==> config.mk <==
export PLATFORM = sky130hd
export DESIGN_NAME = packet_sequence_reorder_buffer_core
export DESIGN_NICKNAME = d
export VERILOG_FILES = /design/src/sv/psrb_pkg.sv /design/src/sv/psrb_store.sv /design/src/sv/packet_sequence_reorder_buffer_core.sv
export SDC_FILE = /design/constraint.sdc
export NUM_CORES = 1
export LEC_CHECK = 0
export CAP_MARGIN = 20
export CORE_ASPECT_RATIO = 1.75
export CORE_MARGIN = 10
export CORE_UTILIZATION = 63
export DETAILED_ROUTE_END_ITERATION = 12
export DONT_BUFFER_PORTS = 1
export GPL_ROUTABILITY_DRIVEN = 1
export PLACE_DENSITY = 0.82
export SLEW_MARGIN = 20
export SYNTH_ARGS = -nofsm -noshare
export SYNTH_HDL_FRONTEND = slang
export SYNTH_SLANG_ARGS = --single-unit
==> constraint.sdc <==
create_clock -name clk -period 6.3 [get_ports clk]
set_clock_uncertainty 0.05 [all_clocks]
set_input_delay 0.63 -clock clk [delete_from_list [all_inputs] [get_ports clk]]
set_output_delay 0.63 -clock clk [all_outputs]
set_load 0.02 [all_outputs]
==> src/sv/psrb_pkg.sv <==
// ----------------------------------------------------------------------------
// psrb_pkg
// shared types and constants for the packet sequence reorder buffer: input and
// result descriptors, held entry layout and the store command/status bundles
// ----------------------------------------------------------------------------
package psrb_pkg;

    localparam int SEQ_W       = 16;
    localparam int TAG_W       = 16;
    localparam int LEN_W       = 16;
    localparam int LIMIT_W     = 5;
    localparam int MAX_RESULTS = 16;
    localparam int NCNT_W      = 5;

    localparam logic [LIMIT_W-1:0] HOLD_LIMIT_RESET = 5'd10;

    typedef struct packed {
        logic [SEQ_W-1:0] seq_number;
        logic             has_payload;
        logic [TAG_W-1:0] payload_tag;
        logic [LEN_W-1:0] payload_length;
    } pkt_in_t;

    typedef struct packed {
        logic [TAG_W-1:0] out_tag;
        logic [LEN_W-1:0] out_length;
        logic [SEQ_W-1:0] out_seq;
        logic             last_of_run;
    } pkt_out_t;

    typedef struct packed {
        logic [SEQ_W-1:0] seq;
        logic [TAG_W-1:0] tag;
        logic [LEN_W-1:0] length;
    } entry_t;

    typedef struct packed {
        logic scan;
        logic write;
        logic clear;
    } store_cmd_t;

    typedef struct packed {
        logic   done;
        logic   min_found;
        entry_t min_entry;
    } store_stat_t;

endpackage

==> src/sv/psrb_store.sv <==
// ----------------------------------------------------------------------------
// psrb_store
// held packet store: one synchronous memory plus per-entry valid bits and a
// scan engine that walks every entry to find the lowest held sequence and an
// entry with a matching key
// ----------------------------------------------------------------------------
module psrb_store
    import psrb_pkg::*;
#(
    parameter int STORE_DEPTH = 16
)
(
    input  logic                               clk,
    input  logic                               rst_n,
    input  store_cmd_t                         cmd,
    input  logic [SEQ_W-1:0]                   key,
    input  entry_t                             wr_data,
    output store_stat_t                        stat,
    output logic [$clog2(STORE_DEPTH+1)-1:0]   count
);

    localparam int IW = $clog2(STORE_DEPTH);
    localparam int CW = $clog2(STORE_DEPTH + 1);
    localparam logic [IW-1:0] LAST_IDX = IW'(STORE_DEPTH - 1);

    entry_t                 mem [STORE_DEPTH];
    entry_t                 rd_data_reg;

    logic [STORE_DEPTH-1:0] valid_reg, valid_next;
    logic [CW-1:0]          count_reg, count_next;
    logic                   scan_active_reg, scan_active_next;
    logic [IW-1:0]          addr_reg, addr_next;
    logic                   rd_pend_reg, rd_pend_next;
    logic [IW-1:0]          rd_idx_reg, rd_idx_next;
    logic                   done_reg, done_next;
    logic [SEQ_W-1:0]       key_reg, key_next;
    logic                   min_found_reg, min_found_next;
    entry_t                 min_reg, min_next;
    logic [IW-1:0]          min_idx_reg, min_idx_next;
    logic                   match_found_reg, match_found_next;
    logic [IW-1:0]          match_idx_reg, match_idx_next;

    logic                   free_found;
    logic [IW-1:0]          free_idx;
    logic [IW-1:0]          wr_idx;
    logic                   wr_ok;
    logic                   hit_valid;
    logic                   take_min;
    logic                   take_match;

    // lowest free entry
    always_comb
    begin
        free_found = 1'b0;
        free_idx   = '0;
        for (int i = STORE_DEPTH - 1; i >= 0; i--)
        begin
            if (!valid_reg[i])
            begin
                free_found = 1'b1;
                free_idx   = IW'(i);
            end
        end
    end

    assign wr_idx = match_found_reg ? match_idx_reg : free_idx;
    assign wr_ok  = cmd.write && (match_found_reg || free_found);

    always_ff @(posedge clk)
    begin
        if (wr_ok)
        begin
            mem[wr_idx] <= wr_data;
        end
        rd_data_reg <= mem[addr_reg];
    end

    assign hit_valid  = rd_pend_reg && valid_reg[rd_idx_reg];
    assign take_min   = hit_valid && (!min_found_reg || (rd_data_reg.seq < min_reg.seq));
    assign take_match = hit_valid && (rd_data_reg.seq == key_reg);

    always_comb
    begin
        valid_next       = valid_reg;
        count_next       = count_reg;
        scan_active_next = scan_active_reg;
        addr_next        = addr_reg;
        rd_pend_next     = scan_active_reg;
        rd_idx_next      = addr_reg;
        done_next        = rd_pend_reg && (rd_idx_reg == LAST_IDX);
        key_next         = key_reg;
        min_found_next   = min_found_reg;
        min_next         = min_reg;
        min_idx_next     = min_idx_reg;
        match_found_next = match_found_reg;
        match_idx_next   = match_idx_reg;

        // compare the entry read last cycle
        if (take_min)
        begin
            min_found_next = 1'b1;
            min_next       = rd_data_reg;
            min_idx_next   = rd_idx_reg;
        end
        if (take_match)
        begin
            match_found_next = 1'b1;
            match_idx_next   = rd_idx_reg;
        end

        if (scan_active_reg)
        begin
            if (addr_reg == LAST_IDX)
            begin
                scan_active_next = 1'b0;
                addr_next        = '0;
            end
            else
            begin
                addr_next = addr_reg + 1'b1;
            end
        end

        if (cmd.scan)
        begin
            scan_active_next = 1'b1;
            addr_next        = '0;
            key_next         = key;
            min_found_next   = 1'b0;
            match_found_next = 1'b0;
        end

        if (wr_ok)
        begin
            valid_next[wr_idx] = 1'b1;
            if (!match_found_reg)
            begin
                count_next = count_reg + 1'b1;
            end
        end
        else if (cmd.clear)
        begin
            valid_next[min_idx_reg] = 1'b0;
            count_next              = count_reg - 1'b1;
        end
    end

    always_ff @(posedge clk or negedge rst_n)
    begin
        if (!rst_n)
        begin
            valid_reg       <= '0;
            count_reg       <= '0;
            scan_active_reg <= 1'b0;
            addr_reg        <= '0;
            rd_pend_reg     <= 1'b0;
            rd_idx_reg      <= '0;
            done_reg        <= 1'b0;
            min_found_reg   <= 1'b0;
            match_found_reg <= 1'b0;
        end
        else
        begin
            valid_reg       <= valid_next;
            count_reg       <= count_next;
            scan_active_reg <= scan_active_next;
            addr_reg        <= addr_next;
            rd_pend_reg     <= rd_pend_next;
            rd_idx_reg      <= rd_idx_next;
            done_reg        <= done_next;
            min_found_reg   <= min_found_next;
            match_found_reg <= match_found_next;
        end
    end

    always_ff @(posedge clk)
    begin
        key_reg       <= key_next;
        min_reg       <= min_next;
        min_idx_reg   <= min_idx_next;
        match_idx_reg <= match_idx_next;
    end

    assign stat.done      = done_reg;
    assign stat.min_found = min_found_reg;
    assign stat.min_entry = min_reg;
    assign count          = count_reg;

endmodule

==> src/sv/packet_sequence_reorder_buffer_core.sv <==
// ----------------------------------------------------------------------------
// packet_sequence_reorder_buffer_core
// reorders received packet descriptors by sequence number, holding early
// packets in a small store and releasing them in order
// ----------------------------------------------------------------------------
// one packet descriptor is taken per start while busy is low; the block then
// stays busy until every delivery caused by that packet has gone out. results
// appear one per cycle at most, each for exactly one cycle with result_strobe
// high, and the receiver cannot hold them off; last_of_run marks the final
// delivery of the packet. a dropped packet (empty, zero length, or nonzero and
// older than the last delivered seq) keeps busy low and gives no result. every
// search of the store is a full pass over the held packet memory through its
// single read port. hold_limit is written through cfg_valid / cfg_ready,
// accepted only while busy is low, and resets to 10.
module packet_sequence_reorder_buffer_core
    import psrb_pkg::*;
#(
    parameter int STORE_DEPTH = 16
)
(
    input  logic               clk,
    input  logic               rst_n,
    // packet transfer
    input  logic               start,
    output logic               busy,
    input  pkt_in_t            pkt,
    // delivery transfer
    output logic               result_strobe,
    output pkt_out_t           result,
    // hold limit register
    input  logic               cfg_valid,
    output logic               cfg_ready,
    input  logic [LIMIT_W-1:0] cfg_data
);

    localparam int CW     = $clog2(STORE_DEPTH + 1);
    localparam int LW     = (CW > LIMIT_W) ? CW : LIMIT_W;
    localparam int LimCap = (STORE_DEPTH < MAX_RESULTS) ? STORE_DEPTH : MAX_RESULTS;
    localparam logic [LIMIT_W-1:0] LIM_CAP = LIMIT_W'(LimCap);

    // sequencer states
    localparam logic [3:0] S_IDLE       = 4'd0;
    localparam logic [3:0] S_FLUSH      = 4'd1;
    localparam logic [3:0] S_FLUSH_WAIT = 4'd2;
    localparam logic [3:0] S_PLACE      = 4'd3;
    localparam logic [3:0] S_HOLD_WAIT  = 4'd4;
    localparam logic [3:0] S_REL        = 4'd5;
    localparam logic [3:0] S_REL_WAIT   = 4'd6;
    localparam logic [3:0] S_REL_NEXT   = 4'd7;
    localparam logic [3:0] S_FINISH     = 4'd8;

    localparam logic [NCNT_W-1:0] FLUSH_CAP = NCNT_W'(MAX_RESULTS - 1);
    localparam logic [NCNT_W-1:0] RUN_CAP   = NCNT_W'(MAX_RESULTS);

    logic [3:0]         state_reg, state_next;
    pkt_in_t            item_reg, item_next;
    logic [SEQ_W-1:0]   base_reg, base_next;
    logic [NCNT_W-1:0]  n_reg, n_next;
    logic               jump_reg, jump_next;
    logic [LIMIT_W-1:0] limit_reg, limit_next;

    // one-deep holding slot so the final delivery can carry last_of_run
    logic               pend_valid_reg, pend_valid_next;
    entry_t             pend_reg, pend_next;
    logic               out_valid_reg, out_valid_next;
    pkt_out_t           out_reg, out_next;

    store_cmd_t         cmd;
    store_stat_t        stat;
    logic [CW-1:0]      count;
    entry_t             item_entry;

    logic               push_en;
    entry_t             push_entry;
    logic               finish_en;

    logic               drop;
    logic [SEQ_W:0]     base_inc;
    logic [SEQ_W:0]     eff_inc;
    logic [SEQ_W-1:0]   eff_base;
    logic [LIMIT_W-1:0] lim_eff;
    logic               at_limit;

    assign item_entry = '{seq: item_reg.seq_number, tag: item_reg.payload_tag,
                          length: item_reg.payload_length};

    psrb_store #(
        .STORE_DEPTH (STORE_DEPTH)
    ) u_store (
        .clk     (clk),
        .rst_n   (rst_n),
        .cmd     (cmd),
        .key     (item_reg.seq_number),
        .wr_data (item_entry),
        .stat    (stat),
        .count   (count)
    );

    assign busy      = (state_reg != S_IDLE);
    assign cfg_ready = (state_reg == S_IDLE);

    // sequences compare unsigned with one extra bit, no wrap
    assign base_inc = {1'b0, base_reg} + 17'd1;
    assign eff_base = jump_reg ? stat.min_entry.seq : base_reg;
    assign eff_inc  = {1'b0, eff_base} + 17'd1;

    assign drop = !pkt.has_payload || (pkt.payload_length == '0) ||
                  ((pkt.seq_number != '0) && (pkt.seq_number < base_reg));

    // hold limit saturates at the store depth and the per-packet result cap
    assign lim_eff  = (limit_reg > LIM_CAP) ? LIM_CAP : limit_reg;
    assign at_limit = (LW'(count) >= LW'(lim_eff));

    always_comb
    begin
        limit_next = limit_reg;
        if (cfg_valid && cfg_ready)
        begin
            limit_next = cfg_data;
        end
    end

    // main sequencer
    always_comb
    begin
        state_next = state_reg;
        item_next  = item_reg;
        base_next  = base_reg;
        n_next     = n_reg;
        jump_next  = jump_reg;
        cmd        = '0;
        push_en    = 1'b0;
        push_entry = stat.min_entry;
        finish_en  = 1'b0;

        unique case (state_reg)
            S_IDLE:
            begin
                if (start)
                begin
                    item_next = pkt;
                    n_next    = '0;
                    if (!drop)
                    begin
                        state_next = (pkt.seq_number == '0) ? S_FLUSH : S_PLACE;
                    end
                end
            end

            // sequence zero empties the store in ascending order, delivering at most FLUSH_CAP of its entries
            S_FLUSH:
            begin
                if (count == '0)
                begin
                    state_next = S_PLACE;
                end
                else
                begin
                    cmd.scan   = 1'b1;
                    state_next = S_FLUSH_WAIT;
                end
            end

            S_FLUSH_WAIT:
            begin
                if (stat.done)
                begin
                    if (n_reg < FLUSH_CAP)
                    begin
                        push_en = 1'b1;
                        n_next  = n_reg + 1'b1;
                    end
                    cmd.clear  = 1'b1;
                    state_next = S_FLUSH;
                end
            end

            // deliver now, hold for later, or drop a repeat of the base
            S_PLACE:
            begin
                if ((base_reg == '0) || (item_reg.seq_number == '0) ||
                    ({1'b0, item_reg.seq_number} == base_inc))
                begin
                    push_en    = 1'b1;
                    push_entry = item_entry;
                    n_next     = n_reg + 1'b1;
                    base_next  = item_reg.seq_number;
                    state_next = S_REL;
                end
                else if ({1'b0, item_reg.seq_number} > base_inc)
                begin
                    cmd.scan   = 1'b1;
                    state_next = S_HOLD_WAIT;
                end
                else
                begin
                    state_next = S_REL;
                end
            end

            // duplicate key overwrites, otherwise lowest free entry
            S_HOLD_WAIT:
            begin
                if (stat.done)
                begin
                    cmd.write  = 1'b1;
                    state_next = S_REL;
                end
            end

            S_REL:
            begin
                if (count == '0)
                begin
                    state_next = S_FINISH;
                end
                else
                begin
                    jump_next  = at_limit;
                    cmd.scan   = 1'b1;
                    state_next = S_REL_WAIT;
                end
            end

            // release the lowest held packet while it continues the run or the hold limit is hit
            S_REL_WAIT:
            begin
                if (stat.done)
                begin
                    jump_next = 1'b0;
                    if (stat.min_found && ({1'b0, stat.min_entry.seq} <= eff_inc) &&
                        (n_reg < RUN_CAP))
                    begin
                        push_en    = 1'b1;
                        n_next     = n_reg + 1'b1;
                        base_next  = stat.min_entry.seq;
                        cmd.clear  = 1'b1;
                        state_next = S_REL_NEXT;
                    end
                    else
                    begin
                        base_next  = eff_base;
                        state_next = S_FINISH;
                    end
                end
            end

            S_REL_NEXT:
            begin
                if (count == '0)
                begin
                    state_next = S_FINISH;
                end
                else
                begin
                    cmd.scan   = 1'b1;
                    state_next = S_REL_WAIT;
                end
            end

            S_FINISH:
            begin
                finish_en  = 1'b1;
                state_next = S_IDLE;
            end

            default:
            begin
                state_next = S_IDLE;
            end
        endcase
    end

    // result staging: a new delivery pushes the waiting one out
    always_comb
    begin
        out_valid_next  = 1'b0;
        out_next        = out_reg;
        pend_valid_next = pend_valid_reg;
        pend_next       = pend_reg;

        if (push_en)
        begin
            if (pend_valid_reg)
            begin
                out_next       = '{out_tag: pend_reg.tag, out_length: pend_reg.length,
                                   out_seq: pend_reg.seq, last_of_run: 1'b0};
                out_valid_next = 1'b1;
            end
            pend_next       = push_entry;
            pend_valid_next = 1'b1;
        end
        else if (finish_en && pend_valid_reg)
        begin
            out_next        = '{out_tag: pend_reg.tag, out_length: pend_reg.length,
                                out_seq: pend_reg.seq, last_of_run: 1'b1};
            out_valid_next  = 1'b1;
            pend_valid_next = 1'b0;
        end
    end

    always_ff @(posedge clk or negedge rst_n)
    begin
        if (!rst_n)
        begin
            state_reg      <= S_IDLE;
            base_reg       <= '0;
            n_reg          <= '0;
            jump_reg       <= 1'b0;
            limit_reg      <= HOLD_LIMIT_RESET;
            pend_valid_reg <= 1'b0;
            out_valid_reg  <= 1'b0;
        end
        else
        begin
            state_reg      <= state_next;
            base_reg       <= base_next;
            n_reg          <= n_next;
            jump_reg       <= jump_next;
            limit_reg      <= limit_next;
            pend_valid_reg <= pend_valid_next;
            out_valid_reg  <= out_valid_next;
        end
    end

    always_ff @(posedge clk)
    begin
        item_reg <= item_next;
        pend_reg <= pend_next;
        out_reg  <= out_next;
    end

    assign result_strobe = out_valid_reg;
    assign result        = out_reg;

endmodule
==> results.txt <==
----------------------------------------------------
[Status]
  Outcome ... finished, final reports clean

[Finish]
  # fillers ... 4124
  Sequential cell area ... roughly 0.032 sq mm
  Number of cells in the finished layout apart from fillers ... ~3700
  Count of nets after finishing ... about 2800
  Top reg by flops ... u_store.mem
  Layout cell share with drive strength beyond 1 ... about 14%
  Area Overhead vs Synth ... 10.5%
  Multi-input gate area ... between 0.01 and 0.015 sq mm
  Largest register FFs ... approximately 770

[GRT]
  GRT Resource Usage Total ... a little over a quarter
  Initial antenna violation count ... 0
  Number of global-route vias before repair ... about 26000
  Global-route wire length before repair ... between 150000 and 200000 um
  Pin count of the biggest net entering global routing ... 127
  GR Overflow Total ... 0

[Placed design]
  Placer Congestion ... 0.895
  Number of placed instances with taps included ... about 3400
  Number of port buffers ... 0
  Total half-perimeter wirelength after legalization and detailed placement ... about 61000 um

[Job]
  Number of max-capacitance violations reported ... 0

[CTS]
  CTS tree ... built
  Clock sink total ... 1100
  Number of cells upsized or downsized after cts ... 0
  Deepest level of the CTS H-tree ... 3
  Clock input transition at the sequential cells of the worst setup and hold paths ... 70 ps
  Total CTS buffers ... 90
  Root Buffer Master ... sky130_fd_sc_hd__clkbuf_16
  Clk Latency, worst-skew pair ... between 600 and 700 ps
  Clock Tree Buf Depth ... 3

[STA]
  Unrepaired setup endpoints after global routing ... no
  Fmax ... 179 MHz
  Worst relative slew slack ... between 10% and 20%
  Fin Setup TNS ... 0 ps
  Worst-Margin Slew ... 1210 ps
  Post-route fraction of the period consumed by the critical path ... between 80% and 90%
  Number of endpoints failing setup at the final stage ... 0
  Final slew viol count ... 0
  Final critical-path required period ... ~5600 ps
  Number of failing hold endpoints at the final stage ... 0

[Synth]
  Synth Flop Type ... sky130_fd_sc_hd__edfxtp_1
  Sequential element share of the synthesized area ... 73.3%
  Multiplexer share of the synthesized area ... between 10 and 15%
  Warning count from the yosys run ... 0
  Compound-Gate Fraction of Synth Area ... approximately 6.6%
  Post-synth EDFFs ... around 1000
  Dominant combinational cell family by area after synthesis ... multiplexers
  Number of standard cells after synthesis ... 2617
  Cell variety after synth ... 79
  XOR/XNOR share of the synthesized area ... 1.02%
  Top post-synthesis cells by area ... sky130_fd_sc_hd__edfxtp_1 (67%), sky130_fd_sc_hd__mux4_2 (5.2%), sky130_fd_sc_hd__dfrtp_1 (3.7%)
  Top cell type's share of synthesized area ... 67.3%
  Simple-gate portion of the synthesized area ... under 10%
  Proportion of register bits with asynchronous set or reset after synthesis ... about 6.1%
  Post-synthesis instance area ... 0.0440 sq mm
  Synthesized area per cell ... between 15 and 20 sq um
  Adder and majority gate portion of the synthesized area ... about 2.2%
  Dominant cell type by area after synthesis ... sky130_fd_sc_hd__edfxtp_1
  Flop and latch count out of synthesis ... 1100
  Syn Nets ... between 2000 and 3000

[Setup path]
  Critical Path Slowest Stage Cell ... sky130_fd_sc_hd__dfrtp_1
  CP max stage delay ... 730 ps
  Path type of the worst setup path ... flop to flop
  CP required ... about 6600 ps
  Cell-by-cell listing of the critical path ... buf_4 -> mux2i_1 -> inv_1 -> ha_1 -> inv_1 -> a221oi_2 -> nand3_2 -> nor2_1 -> o21ai_0 -> xnor2_1 -> mux2i_1 -> ha_1 -> nand3_1 -> o21ai_0 -> o22a_1 -> a2111oi_0 -> a21o_1 -> o21a_1 -> o21a_4 -> buf_12
  Buffers & Inverters on Critical Path ... 4
  Worst setup EP type ... flop
  Largest delay contributor family on the critical path ... compound AO/OA/AOI/OAI gates
  Kind of launch point of the worst setup path ... flop
  Data arrival time of the critical path ... about 5900 ps
  Maximum net fanout on the critical path ... 29

[Route]
  Post-detailed-route DRC marker count ... 0
  Iteration-0 DRC count of the detailed router ... around 3000
  Count of TritonRoute iterations in the first routing pass ... 9
  Average wire per cell in the routed design ... between 20 and 30 um
  Wire length reported by the detailed router ... between 100000 and 150000 um
  Vias per cell ... 6.75
  Overall via count from detail_route ... roughly 25000
  Residual antenna-violating net count after detailed routing ... 0

[Die]
  Die Span Y ... 369 um
  Die Width ... 220 um
  Initial Utilization ... 63.4%
  Core Footprint ... about 0.07 sq mm
  # IOs ... 110
  Die Footprint ... 0.0811 sq mm
  Placement Rows ... about 130

[Hold path]
  Tightest Hold Check Type ... input pin to flop

[Power and ir drop]
  Worst VDD drop ... 0.000414 V
  PD cells ... between 300 and 400 mW/mm^2
  Static power due to leakage ... between 15 and 20 nW

----------------------------------------------------
## path summary, 6_finish.rpt
kind                                                 from                               to  depth (start not counted)  slack (ps)
min                                               pkt[38]         item_entry[37]$_DFFE_PP_                          0          20
min in group asynchronous                           rst_n         limit_reg[4]$_DFFE_PN0P_                          2         450
max in group asynchronous                           rst_n  u_store.addr_reg[0]$_DFFE_PN0P_                          2        5390
max                                  jump_reg$_DFFE_PN0P_             result[48]$_DFFE_PP_                         20         710
min reg2reg                u_store.rd_data_reg[9]$_DFF_P_        u_store.stat[9]$_DFFE_PP_                          0         350
max reg2reg                          jump_reg$_DFFE_PN0P_             result[48]$_DFFE_PP_                         20         710
## report_power, final
group,switching (W),total (W),internal (W)
Sequential,0.000715,0.00937,0.00865
Clock,0.00255,0.00567,0.00312
Combinational,0.00228,0.00409,0.00181
Total,0.00554,0.0191,0.0136
## worst register-to-register path: stages, from the launching register on
cell	delay, ps
sky130_fd_sc_hd__dfrtp_1	730
sky130_fd_sc_hd__buf_4	390
sky130_fd_sc_hd__mux2i_1	220
sky130_fd_sc_hd__inv_1	100
sky130_fd_sc_hd__ha_1	140
sky130_fd_sc_hd__inv_1	70
sky130_fd_sc_hd__a221oi_2	430
sky130_fd_sc_hd__nand3_2	270
sky130_fd_sc_hd__nor2_1	260
sky130_fd_sc_hd__o21ai_0	150
sky130_fd_sc_hd__xnor2_1	140
sky130_fd_sc_hd__mux2i_1	160
sky130_fd_sc_hd__ha_1	260
sky130_fd_sc_hd__nand3_1	100
sky130_fd_sc_hd__o21ai_0	90
sky130_fd_sc_hd__o22a_1	200
sky130_fd_sc_hd__a2111oi_0	400
sky130_fd_sc_hd__a21o_1	170
sky130_fd_sc_hd__o21a_1	190
sky130_fd_sc_hd__o21a_4	410
sky130_fd_sc_hd__buf_12	300
## cells by family after synthesis
family          count (synthesis)
compound gates                436
simple gates                  459
buf+inv                       178
fa+ha+maj                      76
flops                        1100
xor+xnor                       51
mux                           317
## stage by stage
stage	setup slack, ps	hold WS, ps	cell area [sq um]	power, W	utilization, %
4_1_cts	799	0.665	48600	0.0192	70.0
3_5_place_dp	860	288	45100	0.0135	65.1
2_1_floorplan	1000	284	44000	0.0123	-
5_1_grt	309	1.47	48600	0.0198	70.0
3_3_place_gp	947	288	45100	0.0133	65.1
6_report	707	20.4	48600	0.0191	70.0
## layer usage
layer / up-vias / track usage [%] / routed length (um)
met4: 0 / 14.5 / 5850
met2: 1467 / 46.8 / 57400
met5: - / 0 / 0
met3: 343 / 4.35 / 9100
li1: 10400 / - / -
met1: 12500 / 30.9 / 36100
## cells in the mapped netlist (all sizes together) (24+ instances only)
master,count
a22oi,49
xnor2,28
clkbuf,81
buf,42
o21ai,143
mux2,57
a221oi,52
nand4,24
dfxtp,48
ha,75
a21o,34
inv,55
mux4,101
dfrtp,65
nand2,220
nor2,66
a21oi,88
nand3,28
edfxtp,985
mux2i,159
## area by class of cell
| class | count | share of cell area [%] |
|---|---|---|
| Clock inverter | 39 | 0.881 |
| Antenna cell | 1 | 0.00515 |
| Timing Repair Buffer | 88 | 1.76 |
| Clock buffer | 129 | 5.23 |
| Multi-Input combinational cell | 1339 | 23.0 |
| Inverter | 55 | 0.425 |
| Tap cell | 910 | 2.34 |
| Sequential cell | 1100 | 66.4 |
## repair_timing
| item | 4_1_cts | 5_1_grt |
|---|---|---|
| buffers inserted | 0 | 0 |
| hold endpoints to repair | 107 | 0 |
| hold buffers | 42 | 0 |
## cell usage in the layout (no fill, tap or decap), types with 8 or more instances in the layout
cell type,synthesis,routed
sky130_fd_sc_hd__edfxtp_1,985,985
sky130_fd_sc_hd__nand2_1,220,219
sky130_fd_sc_hd__mux2i_1,159,159
sky130_fd_sc_hd__o21ai_0,141,141
sky130_fd_sc_hd__mux4_2,101,101
sky130_fd_sc_hd__clkbuf_16,0,92
sky130_fd_sc_hd__a21oi_1,88,88
sky130_fd_sc_hd__ha_1,75,75
sky130_fd_sc_hd__dfrtp_1,65,61
sky130_fd_sc_hd__mux2_2,56,56
sky130_fd_sc_hd__inv_1,55,54
sky130_fd_sc_hd__a221oi_1,51,51
sky130_fd_sc_hd__nor2_1,66,50
sky130_fd_sc_hd__a22oi_1,49,49
sky130_fd_sc_hd__dfxtp_1,48,48
sky130_fd_sc_hd__dlygate4sd3_1,0,41
sky130_fd_sc_hd__buf_4,3,41
sky130_fd_sc_hd__a21o_1,34,34
sky130_fd_sc_hd__xnor2_1,28,28
sky130_fd_sc_hd__nand3_1,27,27
sky130_fd_sc_hd__clkbuf_1,80,27
sky130_fd_sc_hd__xor2_1,23,23
sky130_fd_sc_hd__nand4_1,23,23
sky130_fd_sc_hd__nor3_1,20,20
sky130_fd_sc_hd__nor4_1,19,19
sky130_fd_sc_hd__nand2b_1,17,16
sky130_fd_sc_hd__nor2_4,0,16
sky130_fd_sc_hd__clkinv_2,0,13
sky130_fd_sc_hd__and2_1,13,12
sky130_fd_sc_hd__nor2b_1,13,11
sky130_fd_sc_hd__a221o_1,11,11
sky130_fd_sc_hd__clkbuf_8,0,10
sky130_fd_sc_hd__or3_1,8,8
sky130_fd_sc_hd__o32a_1,8,8
No activity file was read; power rests on OpenSTA's default activity.
